--- src/rtl/core/rtsp_pkg.sv ---
package rtsp_pkg;

  // Item kinds on the input channel
  localparam logic FUNC_LOAD   = 1'b0;
  localparam logic FUNC_RENDER = 1'b1;

  // Output modes
  localparam logic [1:0] MODE_MASK  = 2'd0;
  localparam logic [1:0] MODE_STAMP = 2'd1;
  localparam logic [1:0] MODE_GRAY  = 2'd2;

  // Configuration register indexes
  localparam logic [2:0] REG_SIDE      = 3'd0;
  localparam logic [2:0] REG_CENTER_X  = 3'd1;
  localparam logic [2:0] REG_CENTER_Y  = 3'd2;
  localparam logic [2:0] REG_COS       = 3'd3;
  localparam logic [2:0] REG_SIN       = 3'd4;
  localparam logic [2:0] REG_INV_ROUND = 3'd5;
  localparam logic [2:0] REG_FLIP      = 3'd6;
  localparam logic [2:0] REG_MODE      = 3'd7;

  // Lightness weights, scale 2^16 (they sum to exactly 2^16)
  localparam logic [15:0] LUMA_R = 16'd19595;
  localparam logic [15:0] LUMA_G = 16'd38470;
  localparam logic [15:0] LUMA_B = 16'd7471;

  typedef struct packed {
    logic [7:0] alpha;
    logic [7:0] blue;
    logic [7:0] green;
    logic [7:0] red;
  } texel_t;

  typedef struct packed {
    logic [7:0]         side;
    logic signed [13:0] center_x;
    logic signed [13:0] center_y;
    logic signed [15:0] cos_angle;
    logic signed [15:0] sin_angle;
    logic [15:0]        inv_roundness;
    logic [1:0]         flip;
    logic [1:0]         mode;
  } cfg_t;

  localparam cfg_t CFG_RESET = '{
    side:          8'd128,
    center_x:      14'sd1024,
    center_y:      14'sd1024,
    cos_angle:     16'sd16384,
    sin_angle:     16'sd0,
    inv_roundness: 16'd2048,
    flip:          2'd0,
    mode:          MODE_MASK
  };

  // Control that travels with an item through the transform pipeline.
  // hit: for a render, the sample lies inside the tip; for a load, the
  // texel address lies inside the store.
  typedef struct packed {
    logic   render;
    logic   hit;
    texel_t texel;
  } xf_tag_t;

endpackage

--- src/rtl/core/rtsp_shade.sv ---
module rtsp_shade (
  input  logic             clk,
  input  logic             rst_n,
  input  logic [1:0]       mode,
  input  logic             in_valid,
  output logic             in_ready,
  input  logic             in_hit,
  input  rtsp_pkg::texel_t in_texel,
  output logic             out_valid,
  input  logic             out_ready,
  output logic [7:0]       out_red,
  output logic [7:0]       out_green,
  output logic [7:0]       out_blue,
  output logic [7:0]       out_alpha
);
  import rtsp_pkg::*;

  logic       out_valid_r;
  logic [7:0] red_r, red_nxt, green_r, green_nxt, blue_r, blue_nxt, alpha_r, alpha_nxt;
  logic [24:0] luma_sum;
  logic [7:0]  luma;

  // Weighted lightness
  always_comb begin
    luma_sum = 25'(in_texel.red) * 25'(LUMA_R) + 25'(in_texel.green) * 25'(LUMA_G)
             + 25'(in_texel.blue) * 25'(LUMA_B);
    luma = luma_sum[23:16];
  end

  // Pick the output color; misses and empty texels are transparent black
  always_comb begin
    red_nxt   = '0;
    green_nxt = '0;
    blue_nxt  = '0;
    alpha_nxt = '0;
    if (in_hit && (in_texel.alpha != 8'd0)) begin
      alpha_nxt = in_texel.alpha;
      unique case (mode)
        MODE_STAMP: begin
          red_nxt   = in_texel.red;
          green_nxt = in_texel.green;
          blue_nxt  = in_texel.blue;
        end
        MODE_GRAY: begin
          red_nxt   = luma;
          green_nxt = luma;
          blue_nxt  = luma;
        end
        default: begin
        end
      endcase
    end
  end

  assign in_ready = !out_valid_r || out_ready;

  // Output register
  always_ff @(posedge clk) begin
    if (!rst_n) begin
      out_valid_r <= 1'b0;
    end else if (in_ready) begin
      out_valid_r <= in_valid;
    end
  end

  always_ff @(posedge clk) begin
    if (in_ready) begin
      red_r   <= red_nxt;
      green_r <= green_nxt;
      blue_r  <= blue_nxt;
      alpha_r <= alpha_nxt;
    end
  end

  assign out_valid = out_valid_r;
  assign out_red   = red_r;
  assign out_green = green_r;
  assign out_blue  = blue_r;
  assign out_alpha = alpha_r;

endmodule

--- config.mk ---
export PLATFORM = sky130hd
export DESIGN_NAME = rtsp_shade
export DESIGN_NICKNAME = d
export VERILOG_FILES = /design/src/rtl/core/rtsp_pkg.sv /design/src/rtl/core/rtsp_shade.sv
export SDC_FILE = /design/constraint.sdc
export NUM_CORES = 1
export LEC_CHECK = 0
export BUFFER_PORTS_ARGS = -buffer_cell sky130_fd_sc_hd__buf_2
export CAP_MARGIN = 20
export CORE_MARGIN = 5
export CORE_UTILIZATION = 55
export DETAILED_ROUTE_END_ITERATION = 16
export PLACE_DENSITY = 0.75
export SYNTH_ARGS = -nofsm -noshare
export SYNTH_HDL_FRONTEND = slang
export SYNTH_SLANG_ARGS = --single-unit
--- constraint.sdc ---
create_clock -name clk -period 24.4 [get_ports clk]
set_clock_uncertainty 0.1 [all_clocks]
set_input_delay 2.44 -clock clk [delete_from_list [all_inputs] [get_ports clk]]
set_output_delay 2.44 -clock clk [all_outputs]
set_load 0.02 [all_outputs]
==> implementation parameters <==
Parameter                              Value

Clocking
  Cell at the root of the clock tree ... sky130_fd_sc_hd__clkbuf_16
  Post-cts sizing count ... 0
  Worst-skew pair later-pin latency ... ~280 ps
  Maximum number of buffers from clock root to sink ... 2
  Number of buffers created by CTS ... 5
  Htree depth ... 2
  Clock transition at the register clock pins on the worst setup and hold paths after CTS ... 50 ps
  Hold buffer count at CTS ... 0
  Setup Fix Bufs, Post-CTS ... 0
  Clock sinks ... 33
  CTS tree ... yes

Placement
  Final weighted congestion of routability-driven global placement ... 0.9519
  Setup slack after placement ... 14400 ps
  Count of port buffers added during placement ... 72
  Area of placed instances ... between 7000 and 8000 um^2
  Inst Count DP ... 966
  HPWL after detailed placement ... between 10000 and 15000 um

Floorplanning
  Effective utilization at floorplan ... 55.79%
  DIE AREA ... 15740 um^2
  Horizontal die dimension ... 125.4 um
  FP Rows ... 42
  Floorplan core area ... 13140 um^2
  Count of pins on the block boundary ... 73
  Vertical die dimension ... 125.4 um

Timing
  Final setup vio count ... 0
  Final total negative setup slack ... 0 ps
  Share of the cycle needed by the critical path after routing ... 39.87%
  Minimum setup slack in the final design ... roughly 15000 ps
  Minimum clock period ... 9728 ps
  Slew Limit Fails ... 0
  Final Hold Violating Endpoints ... 0
  Slew at the pin closest to its max-slew limit ... between 800 and 900 ps
  Unrepaired setup endpoints after global routing ... no
  Rel. slew slack ... a little over two fifths
  Peak clock frequency supported by timing ... 0.1028 GHz

Critical path
  Total buffers and inverters traversed by the critical path ... 5
  Required arrival time at the worst endpoint ... roughly 24000 ps
  Critical path capture point type ... register
  CP dominant cell by count ... sky130_fd_sc_hd__fa_1
  Maximum fanout along the worst path ... 8
  Arrival time of data at the critical path endpoint ... 9780 ps
  Max stage delay cell, worst path ... sky130_fd_sc_hd__fa_1
  Delay of the slowest cell on the worst path ... 550 ps
  Delay-heaviest family, CP ... adder cells
  CP Launch Type ... input pin
  Reg2Reg Setup Slack ... 23200 ps
  WS Path Type ... in -> reg

Routing
  Count of TritonRoute iterations in the first routing pass ... 4
  Average routed wire per standard cell ... 17.42 um
  Antenna-violating nets left ... 0
  Drt total wl ... 16970 um
  Vias per Instance ... between 5 and 6
  Number of DRC markers after the initial detailed-route iteration ... 244
  # DRC ... 0
  Overall via count from detail_route ... 5126

Worst hold path
  Worst hold-check path type ... reg -> reg

Synth
  Number of synthesized flops with an enable pin ... 32
  Area share of the largest cell type after synthesis ... 32.23%
  Commonest register cell after synthesis ... sky130_fd_sc_hd__edfxtp_1
  Average cell area after synthesis ... 10.17 um^2
  Synthesis-stage register bit count ... 33
  Fraction of registers with async set or reset after synthesis ... 0%
  Cells after Synth ... between 700 and 800
  Sequential share of the synthesized area ... 13.38%
  Top cells by area in the synthesized netlist ... sky130_fd_sc_hd__fa_1 (32%), sky130_fd_sc_hd__ha_1 (27%), sky130_fd_sc_hd__edfxtp_1 (13%)
  Nets in the synthesized netlist ... ~1000
  Combined area of all synthesized cells ... 7330 um^2
  Distinct cell type count after synthesis ... 47
  Biggest area consumer among synthesized cells ... sky130_fd_sc_hd__fa_1
  Number of synthesis warnings ... 0

Run
  Number of max-cap violations ... 0

GRT
  Total routing usage reported by global routing ... between 20% and 30%
  Via count of the first global-routing pass ... 5775
  Antenna violations before repair ... 0
  Leftover overflow at the end of global routing ... 0
  Wire length of the first global-routing pass ... 28620 um
  Pin count of the biggest net entering global routing ... 35

Outcome
  Run status ... complete, no violations

Layout
  # nets final ... roughly 1100
  Fraction of final layout cells sized beyond drive strength 1 ... between 10 and 15%
  Non-Filler Instances ... 974
  Antenna diodes ... 0
  Design Area, Final ... 8041 um^2
  Area added between synthesis and finish ... 9.713%
==> worst paths after layout <==
kind,from,endpoint,depth (start not counted)
setup reg to reg,out_valid$_SDFFE_PN0P_,out_blue[5]$_SDFFCE_PN0P_,2
hold reg to reg,out_valid$_SDFFE_PN0P_,out_green[2]$_SDFFCE_PN0P_,2
setup / recovery,in_texel[14],out_red[6]$_SDFFCE_PN0P_,31
hold / removal,out_valid$_SDFFE_PN0P_,out_green[2]$_SDFFCE_PN0P_,2
==> tightest hold or removal path, stage by stage (launching register included) <==
cell and delay [ps]:
sky130_fd_sc_hd__dfxtp_1 310, sky130_fd_sc_hd__nand2b_1 60, sky130_fd_sc_hd__buf_4 260
==> cells in the final DEF, fill, tap and decap left out, drive strengths merged, types with 8 or more instances in the layout <==
| master | Yosys | routed |
|---|---|---|
| inv | 211 | 211 |
| and2 | 11 | 11 |
| a21oi | 19 | 19 |
| xnor2 | 11 | 11 |
| edfxtp | 32 | 32 |
| buf | 0 | 73 |
| a21o | 12 | 12 |
| ha | 157 | 157 |
| nor2 | 10 | 10 |
| o21a | 8 | 8 |
| fa | 118 | 118 |
| nand2 | 37 | 37 |
| o21ai | 14 | 14 |
| nor3 | 10 | 10 |
| xor2 | 9 | 9 |
==> area by class of cell <==
cell class	count	area (um^2)
Inverter	212	797.0
Clock buffer	6	128.9
Tap cell	176	220.2
Sequential cell	33	980.9
Clock inverter	2	10.01
Fill cell	1154	5096
Multi-Input combinational cell	472	5537
Timing Repair Buffer	73	367.9
==> state kept, by name, summed over array words and instances, names as in the netlist <==
| name | flops |
|---|---|
| out_green | 8 |
| out_valid | 1 |
| out_blue | 8 |
| out_red | 8 |
| out_alpha | 8 |
==> cell usage after synthesis (all sizes together), types with 3 or more instances <==
library cell,count
nor2b,4
o21ai,14
nor2,10
a21oi,19
clkbuf,4
nand4,3
nand2,37
xor2,9
nand3,7
inv,211
a22o,7
a21o,12
fa,118
ha,157
nor3,10
or2,3
nand2b,5
and2,11
xnor2,11
o21a,8
edfxtp,32
==> metal layers <==
| layer | track usage, % | wire length (um) | vias up |
|---|---|---|---|
| li1 | - | - | 2437 |
| met1 | 30.61 | 7358 | 2542 |
| met2 | 40.09 | 8545 | 116 |
| met3 | 2.942 | 690 | 31 |
| met4 | 5.166 | 370 | 0 |
| met5 | 0 | 0 | - |
==> metrics by stage <==
stage	util (%)	hold slack (ps)
3_5_place_dp	60.15	743.7
3_3_place_gp	60.15	722.3
6_report	61.21	746.7
4_1_cts	61.21	756.4
2_1_floorplan	-	1431
5_1_grt	61.21	812.6
==> cell families after synthesis <==
| group | Yosys count | share of synthesized area (%) |
|---|---|---|
| xor gates and xnor gates | 20 | 2.390 |
| AOI/OAI and AO/OA | 76 | 7.084 |
| DFF | 33 | 13.38 |
| adders and majority gates | 275 | 59.03 |
| buffers and inverters | 216 | 11.08 |
| and+or+nand+nor | 101 | 7.033 |
Power is left out: the tool's default activity adds up to more than one toggle a clock period on the data nets, which glitch-free logic cannot reach.
