### config.mk
export PLATFORM = sky130hd
export DESIGN_NAME = rtsp_xform
export DESIGN_NICKNAME = d
export VERILOG_FILES = /design/src/rtl/core/rtsp_pkg.sv /design/src/rtl/core/rtsp_xform.sv
export SDC_FILE = /design/constraint.sdc
export NUM_CORES = 2
export LEC_CHECK = 0
export ABC_AREA = 1
export BUFFER_PORTS_ARGS = -buffer_cell sky130_fd_sc_hd__buf_2
export CELL_PAD_IN_SITES_DETAIL_PLACEMENT = 1
export CELL_PAD_IN_SITES_GLOBAL_PLACEMENT = 1
export CORE_MARGIN = 3
export CORE_UTILIZATION = 39
export CTS_BUF_LIST = sky130_fd_sc_hd__clkbuf_8
export CTS_CLUSTER_SIZE = 40
export DETAILED_ROUTE_END_ITERATION = 8
export PLACE_DENSITY = 0.78
export SLEW_MARGIN = 20
export SYNTH_ARGS = -nofsm -noshare
export SYNTH_HDL_FRONTEND = slang
export SYNTH_SLANG_ARGS = --single-unit
### constraint.sdc
create_clock -name clk -period 17.3 [get_ports clk]
set_input_delay 1.73 -clock clk [delete_from_list [all_inputs] [get_ports clk]]
set_output_delay 1.73 -clock clk [all_outputs]
set_load 0.01 [all_outputs]
### src/rtl/core/rtsp_pkg.sv
package rtsp_pkg;

  // Item kinds on the input channel
  localparam logic FUNC_LOAD   = 1'b0;
  localparam logic FUNC_RENDER = 1'b1;

  // Output modes
  localparam logic [1:0] MODE_MASK  = 2'd0;
  localparam logic [1:0] MODE_STAMP = 2'd1;
  localparam logic [1:0] MODE_GRAY  = 2'd2;

  // Configuration register indexes
  localparam logic [2:0] REG_SIDE      = 3'd0;
  localparam logic [2:0] REG_CENTER_X  = 3'd1;
  localparam logic [2:0] REG_CENTER_Y  = 3'd2;
  localparam logic [2:0] REG_COS       = 3'd3;
  localparam logic [2:0] REG_SIN       = 3'd4;
  localparam logic [2:0] REG_INV_ROUND = 3'd5;
  localparam logic [2:0] REG_FLIP      = 3'd6;
  localparam logic [2:0] REG_MODE      = 3'd7;

  // Lightness weights, scale 2^16 (they sum to exactly 2^16)
  localparam logic [15:0] LUMA_R = 16'd19595;
  localparam logic [15:0] LUMA_G = 16'd38470;
  localparam logic [15:0] LUMA_B = 16'd7471;

  typedef struct packed {
    logic [7:0] alpha;
    logic [7:0] blue;
    logic [7:0] green;
    logic [7:0] red;
  } texel_t;

  typedef struct packed {
    logic [7:0]         side;
    logic signed [13:0] center_x;
    logic signed [13:0] center_y;
    logic signed [15:0] cos_angle;
    logic signed [15:0] sin_angle;
    logic [15:0]        inv_roundness;
    logic [1:0]         flip;
    logic [1:0]         mode;
  } cfg_t;

  localparam cfg_t CFG_RESET = '{
    side:          8'd128,
    center_x:      14'sd1024,
    center_y:      14'sd1024,
    cos_angle:     16'sd16384,
    sin_angle:     16'sd0,
    inv_roundness: 16'd2048,
    flip:          2'd0,
    mode:          MODE_MASK
  };

  // Control that travels with an item through the transform pipeline.
  // hit: for a render, the sample lies inside the tip; for a load, the
  // texel address lies inside the store.
  typedef struct packed {
    logic   render;
    logic   hit;
    texel_t texel;
  } xf_tag_t;

endpackage

### src/rtl/core/rtsp_xform.sv
module rtsp_xform #(
  parameter int MAX_SIDE = 128,
  localparam int IdxW = $clog2(MAX_SIDE)
) (
  input  logic               clk,
  input  logic               rst_n,
  input  rtsp_pkg::cfg_t     cfg,
  input  logic               in_valid,
  output logic               in_ready,
  input  logic               in_func,
  input  logic [6:0]         in_pos_x,
  input  logic [6:0]         in_pos_y,
  input  rtsp_pkg::texel_t   in_texel,
  output logic               out_valid,
  input  logic               out_ready,
  output rtsp_pkg::xf_tag_t  out_tag,
  output logic [IdxW-1:0]    out_col,
  output logic [IdxW-1:0]    out_row
);
  import rtsp_pkg::*;

  typedef struct packed {
    xf_tag_t    tag;
    logic [6:0] px;
    logic [6:0] py;
  } xf_item_t;

  localparam int NStg = 6;
  localparam int SideCap = (MAX_SIDE > 255) ? 255 : MAX_SIDE;
  localparam logic [7:0] SideCapV = 8'(SideCap);
  localparam logic [10:0] MaxSideV = 11'(MAX_SIDE);

  logic [NStg:1]   v_r;
  logic [NStg+1:1] en;
  logic [7:0]      side;

  // Stage registers
  xf_item_t           it1_r, it1_nxt, it2_r, it3_r, it4_r, it4_nxt, it5_r, it6_r, it6_nxt;
  logic signed [15:0] dx1_r, dx1_nxt, dy1_r, dy1_nxt;
  logic signed [31:0] p_dc2_r, p_dc2_nxt, p_ds2_r, p_ds2_nxt;
  logic signed [31:0] p_yc2_r, p_yc2_nxt, p_ys2_r, p_ys2_nxt;
  logic signed [31:0] tu3_r, tu3_nxt, vp3_r, vp3_nxt;
  logic signed [47:0] pv4_r, pv4_nxt, tv5_r, tv5_nxt;
  logic [IdxW-1:0]    col4_r, col4_nxt, col5_r, col6_r, col6_nxt, row6_r, row6_nxt;

  // Stage 1 helpers
  logic signed [15:0] cx_ext, cy_ext, posx16, posy16, dx_raw, dy_raw;
  logic               in_render;
  // Stage 4 helpers
  logic signed [48:0] pv_full;
  logic [13:0]        col_full;
  logic               col_hit;
  // Stage 6 helpers
  logic [18:0]        row_full;
  logic               row_hit;
  logic [10:0]        px_w, py_w;

  // Saturate the side to what the store holds
  assign side = (cfg.side > SideCapV) ? SideCapV : cfg.side;

  // Each stage advances when empty or when the next one moves
  always_comb begin
    en[NStg+1] = out_ready;
    for (int k = NStg; k >= 1; k--) begin
      en[k] = !v_r[k] || en[k+1];
    end
  end

  always_ff @(posedge clk) begin
    if (!rst_n) begin
      v_r <= '0;
    end else begin
      if (en[1]) begin
        v_r[1] <= in_valid;
      end
      for (int k = 2; k <= NStg; k++) begin
        if (en[k]) begin
          v_r[k] <= v_r[k-1];
        end
      end
    end
  end

  // Stage 1: offsets from the dab centre, mirror, bounds of sprite or store
  always_comb begin
    cx_ext = $signed({{2{cfg.center_x[13]}}, cfg.center_x});
    cy_ext = $signed({{2{cfg.center_y[13]}}, cfg.center_y});
    posx16 = $signed({5'b0, in_pos_x, 4'b1000});
    posy16 = $signed({5'b0, in_pos_y, 4'b1000});
    dx_raw = posx16 - cx_ext;
    dy_raw = posy16 - cy_ext;
    dx1_nxt = cfg.flip[0] ? -dx_raw : dx_raw;
    dy1_nxt = cfg.flip[1] ? -dy_raw : dy_raw;
    in_render = (in_func == FUNC_RENDER);
    it1_nxt.tag.render = in_render;
    it1_nxt.tag.texel  = in_texel;
    it1_nxt.px         = in_pos_x;
    it1_nxt.py         = in_pos_y;
    if (in_render) begin
      it1_nxt.tag.hit = ({1'b0, in_pos_x} < side) && ({1'b0, in_pos_y} < side);
    end else begin
      it1_nxt.tag.hit = ({4'b0, in_pos_x} < MaxSideV) && ({4'b0, in_pos_y} < MaxSideV);
    end
  end

  // Stage 2: rotation products
  always_comb begin
    p_dc2_nxt = dx1_r * $signed(cfg.cos_angle);
    p_ds2_nxt = dx1_r * $signed(cfg.sin_angle);
    p_yc2_nxt = dy1_r * $signed(cfg.cos_angle);
    p_ys2_nxt = dy1_r * $signed(cfg.sin_angle);
  end

  // Stage 3: combine into U (with half-side offset) and unstretched V
  always_comb begin
    tu3_nxt = p_dc2_r - p_ys2_r + $signed({7'b0, side, 17'b0});
    vp3_nxt = p_ds2_r + p_yc2_r;
  end

  // Stage 4: stretch V by inverse roundness; truncate U toward zero
  always_comb begin
    pv_full  = vp3_r * $signed({1'b0, cfg.inv_roundness});
    pv4_nxt  = $signed(pv_full[47:0]);
    col_full = tu3_r[31:18];
    if (tu3_r[31]) begin
      // small negative values truncate to column zero
      col_hit  = (&tu3_r[31:18]) && (|tu3_r[17:0]);
      col4_nxt = '0;
    end else begin
      col_hit  = col_full < {6'b0, side};
      col4_nxt = col_full[IdxW-1:0];
    end
    it4_nxt = it3_r;
    if (it3_r.tag.render) begin
      it4_nxt.tag.hit = it3_r.tag.hit && col_hit;
    end
  end

  // Stage 5: add half-side offset to V
  assign tv5_nxt = pv4_r + $signed({12'b0, side, 28'b0});

  // Stage 6: truncate V toward zero, pick the store address
  always_comb begin
    row_full = tv5_r[47:29];
    if (tv5_r[47]) begin
      row_hit = (&tv5_r[47:29]) && (|tv5_r[28:0]);
    end else begin
      row_hit = row_full < {11'b0, side};
    end
    px_w    = {4'b0, it5_r.px};
    py_w    = {4'b0, it5_r.py};
    it6_nxt = it5_r;
    if (it5_r.tag.render) begin
      it6_nxt.tag.hit = it5_r.tag.hit && row_hit;
    end
    if (!it6_nxt.tag.hit) begin
      col6_nxt = '0;
      row6_nxt = '0;
    end else if (it5_r.tag.render) begin
      col6_nxt = col5_r;
      row6_nxt = tv5_r[47] ? '0 : tv5_r[29 +: IdxW];
    end else begin
      col6_nxt = px_w[IdxW-1:0];
      row6_nxt = py_w[IdxW-1:0];
    end
  end

  // Payload registers
  always_ff @(posedge clk) begin
    if (en[1]) begin
      it1_r <= it1_nxt;
      dx1_r <= dx1_nxt;
      dy1_r <= dy1_nxt;
    end
    if (en[2]) begin
      it2_r   <= it1_r;
      p_dc2_r <= p_dc2_nxt;
      p_ds2_r <= p_ds2_nxt;
      p_yc2_r <= p_yc2_nxt;
      p_ys2_r <= p_ys2_nxt;
    end
    if (en[3]) begin
      it3_r <= it2_r;
      tu3_r <= tu3_nxt;
      vp3_r <= vp3_nxt;
    end
    if (en[4]) begin
      it4_r  <= it4_nxt;
      pv4_r  <= pv4_nxt;
      col4_r <= col4_nxt;
    end
    if (en[5]) begin
      it5_r  <= it4_r;
      tv5_r  <= tv5_nxt;
      col5_r <= col4_r;
    end
    if (en[6]) begin
      it6_r  <= it6_nxt;
      col6_r <= col6_nxt;
      row6_r <= row6_nxt;
    end
  end

  assign in_ready  = en[1];
  assign out_valid = v_r[NStg];
  assign out_tag   = it6_r.tag;
  assign out_col   = col6_r;
  assign out_row   = row6_r;

endmodule

==> metrics.yaml <==
global_routing:
  antenna_found_initial: 19
  grt_pass1_vias: 73671
  grt_max_degree: 79
  grt_usage_pct: 22.86
  overflow: 0
  grt_pass1_wl_um: 408600
routing:
  viasPerCell: 5.013
  wl_per_cell_um: 20.14
  routed-via-count: 63986
  dr.pass1.iters: 5
  drtIter0Drc: 3986
  drc: 0
  wl_um: 257100
  antenna_left: 0
cells_and_area:
  drive_gt1_share_pct: 4.705
  area_delta_synth_final_pct: 6.989
  fillers: 25913
  layout.nets: 11971
  utilization_pct: 41.99
run:
  cap_viol_max_count: 0
clock_tree:
  cts_setup_buffers: 0
  cts.sinks: 628
  numCtsBuffers: 105
  clk_latency_ns: 0.85
  root_buffer: "clkbuf_8"
  ctsResizeCount: 0
  cts_buffer_depth: 3
  cts_tree: "done"
  clk_pin_slew_ns: 0.07
  holdBufCountCts: 0
  htree_levels: 3
logic_synthesis:
  synth_edf_count: 622
  synth_flop_cell: "edfxtp_1"
  syn_area_sq_mm: 0.08633
  synth_seq_cells: 628
  ys_seq_area_share_pct: 21.78
  ys_warn_count: 0
  ys_types: 54
  postSynth.asyncResetShare_pct: 0
  syn-num-nets: 11928
  syn_area_per_cell_sq_um: 8.927
  postSynthCellCount: 9670
place:
  place.gp.congestion: 0.9210
  port_buffers: 186
  hpwl_um: 206200
sta:
  max_freq_ghz: 0.1279
  tightest_slew_ns: 1.104
  fin_tns_setup_ns: 0
  drv_slew: 0
  min_period_over_period_pct: 45.19
  relSlewSlack_pct: 26.39
  setup_viol: 0
  rsz0062_at_grt: "false"
  fin_crit_ns: 7.818
  fin_skew_ns: 0.07002
  hold_viol: 0
setup_path:
  crit_fanout: 32
  rrSetupSlack_ns: 10.42
  required_ns: 17.83
  path_class: "in2reg"
  startpoint_type: "primary input"
  critPathCaptureType: "flip-flop"
  cp_data_arrival_time_ns: 8.35
hold_path:
  min_path_type: "reg2reg"
outcome:
  status: "finished, final reports clean"
floorplanning:
  initial_utilization_pct: 39.25
  dieArea_sq_mm: 0.2270
  fp.coreArea_sq_mm: 0.2199
  io_pins: 189
  dieHeight_um: 476.5
  fp.dieW_um: 476.5
  rows: 172
[synth_stat cells, types with 3 or more instances]
cell type | n | area [sq um]
nand3b_1 | 22 | 165.2
nand2_2 | 18 | 112.6
edfxtp_1 | 622 | 18680
nand2_1 | 2201 | 8262
fa_1 | 1543 | 30890
inv_2 | 12 | 45.04
xnor2_1 | 101 | 884.6
o21ai_1 | 18 | 90.09
mux2i_1 | 6 | 60.06
o2111ai_1 | 4 | 35.03
nor3_1 | 43 | 215.2
o21ai_2 | 10 | 87.58
nand3_1 | 156 | 780.8
a21boi_1 | 6 | 45.04
xor2_1 | 182 | 1594
o211ai_1 | 6 | 45.04
o211a_1 | 3 | 30.03
and2_1 | 3 | 18.77
o221ai_1 | 4 | 35.03
nand4_1 | 67 | 419.2
nor4_1 | 25 | 156.4
dfxtp_1 | 6 | 120.1
a21oi_1 | 261 | 1306
a21boi_0 | 13 | 97.59
a211oi_1 | 10 | 75.07
clkbuf_1 | 305 | 1145
o21bai_1 | 32 | 240.2
o21ai_0 | 138 | 690.7
inv_1 | 2772 | 10400
a21oi_2 | 5 | 43.79
nor2_2 | 10 | 62.56
and3_1 | 7 | 43.79
nor2_1 | 372 | 1396
a31oi_1 | 21 | 131.4
a21o_1 | 45 | 337.8
ha_1 | 576 | 7207
or2_2 | 8 | 50.05
o21a_1 | 8 | 60.06
a21boi_2 | 3 | 33.78
a221oi_1 | 4 | 35.03
o221a_2 | 3 | 33.78
[worst max-delay path, stage by stage]
cell and delay, ns:
buf_2 0.69, nand2_1 0.22, inv_1 0.19, fa_1 0.44, inv_1 0.09, fa_1 0.42, fa_1 0.52, inv_1 0.06
fa_1 0.47, fa_1 0.53, inv_1 0.05, fa_1 0.47, inv_1 0.04, ha_1 0.35, nand2_1 0.09, o21ai_0 0.62
a21oi_1 0.08, nand2_1 0.26, a21boi_1 0.21, o21ai_0 0.25, xor2_1 0.53
[cells in the final DEF (no fill, tap or decap), drive strengths merged, types with 4 or more instances in the layout]
master and count:
a221oi 4, a21boi 22, clkinv 40, o221ai 4
nor2 382, o2111ai 4, nand4 68, nand2 2219
and3 7, o21bai 32, o21a 8, nor3 45
mux2i 6, a31oi 21, or2 9, a21o 45
inv 2825, fa 1543, a211oi 10, o211ai 7
buf 247, dfxtp 6, nand3 158, bufinv 6
a21oi 266, xnor2 101, clkbuf 105, edfxtp 622
ha 576, o21ai 166, diode 9, nand3b 22
nor4 26, xor2 182
[state kept, by name, indices dropped and copies added (netlist names), 16 cells and up]
register,count
it5_r,48
it1_r,48
p_yc2_r,32
vp3_r,32
tv5_r,48
dx1_r,16
it4_r,48
it3_r,48
dy1_r,16
p_ds2_r,32
p_dc2_r,32
out_tag,34
pv4_r,48
it2_r,48
p_ys2_r,32
tu3_r,32
[metrics by stage]
stage          area (sq um)  instances  hold slack [ns]  setup WS, ns
2_1_floorplan         86330       9670           0.4003         3.612
3_3_place_gp          90250      12563           0.4003         8.991
3_5_place_dp          90250      12563           0.4051         8.831
4_1_cts               92310      12755           0.3554         9.716
5_1_grt               92350      12760           0.3683         9.254
6_report              92360      12765           0.3674         9.482
[routing by layer]
metal / GRT usage, % / wire length [um] / vias up
met5: 0 / 75 / -
met4: 7.950 / 9915 / 10
met3: 2.670 / 12440 / 446
met2: 39.90 / 127700 / 1684
met1: 29.34 / 107000 / 33347
li1: - / - / 28499
[cells by family (layout without fill, tap and decap cells)]
logic type	count (synthesis)	after routing	share of synthesized area (%)
fa+ha+maj	2119	2119	44.13
buf+inv	3095	3223	13.47
mux	6	6	0.06957
compound gates	600	600	4.067
other cells	0	9	0
simple gates	2939	2939	13.62
xor+xnor	283	283	2.871
flops	628	628	21.78
[final timing paths]
check / start / to / depth (start not counted)
max reg2reg: dy1_r[8] / p_ys2_r[28] / 19
min reg2reg: it2_r[16] / it3_r[16] / 0
max: cfg[21] / p_ys2_r[28] / 21
min: it2_r[16] / it3_r[16] / 0
[layout make-up]
cell class | count | area (sq um) | area share [%]
diodes | 9 | 22.52 | 0.02438
clock buffers | 105 | 1445 | 1.565
clock inverters | 87 | 616.8 | 0.6679
inverters | 2784 | 10460 | 11.33
multi-input cells | 5947 | 55910 | 60.54
flip-flops and latches | 628 | 18800 | 20.35
well taps | 2958 | 3701 | 4.007
repair buffers | 247 | 1401 | 1.517
Power is left out: the tool's default activity adds up to more than one toggle a clock period on the data nets, which glitch-free logic cannot reach.
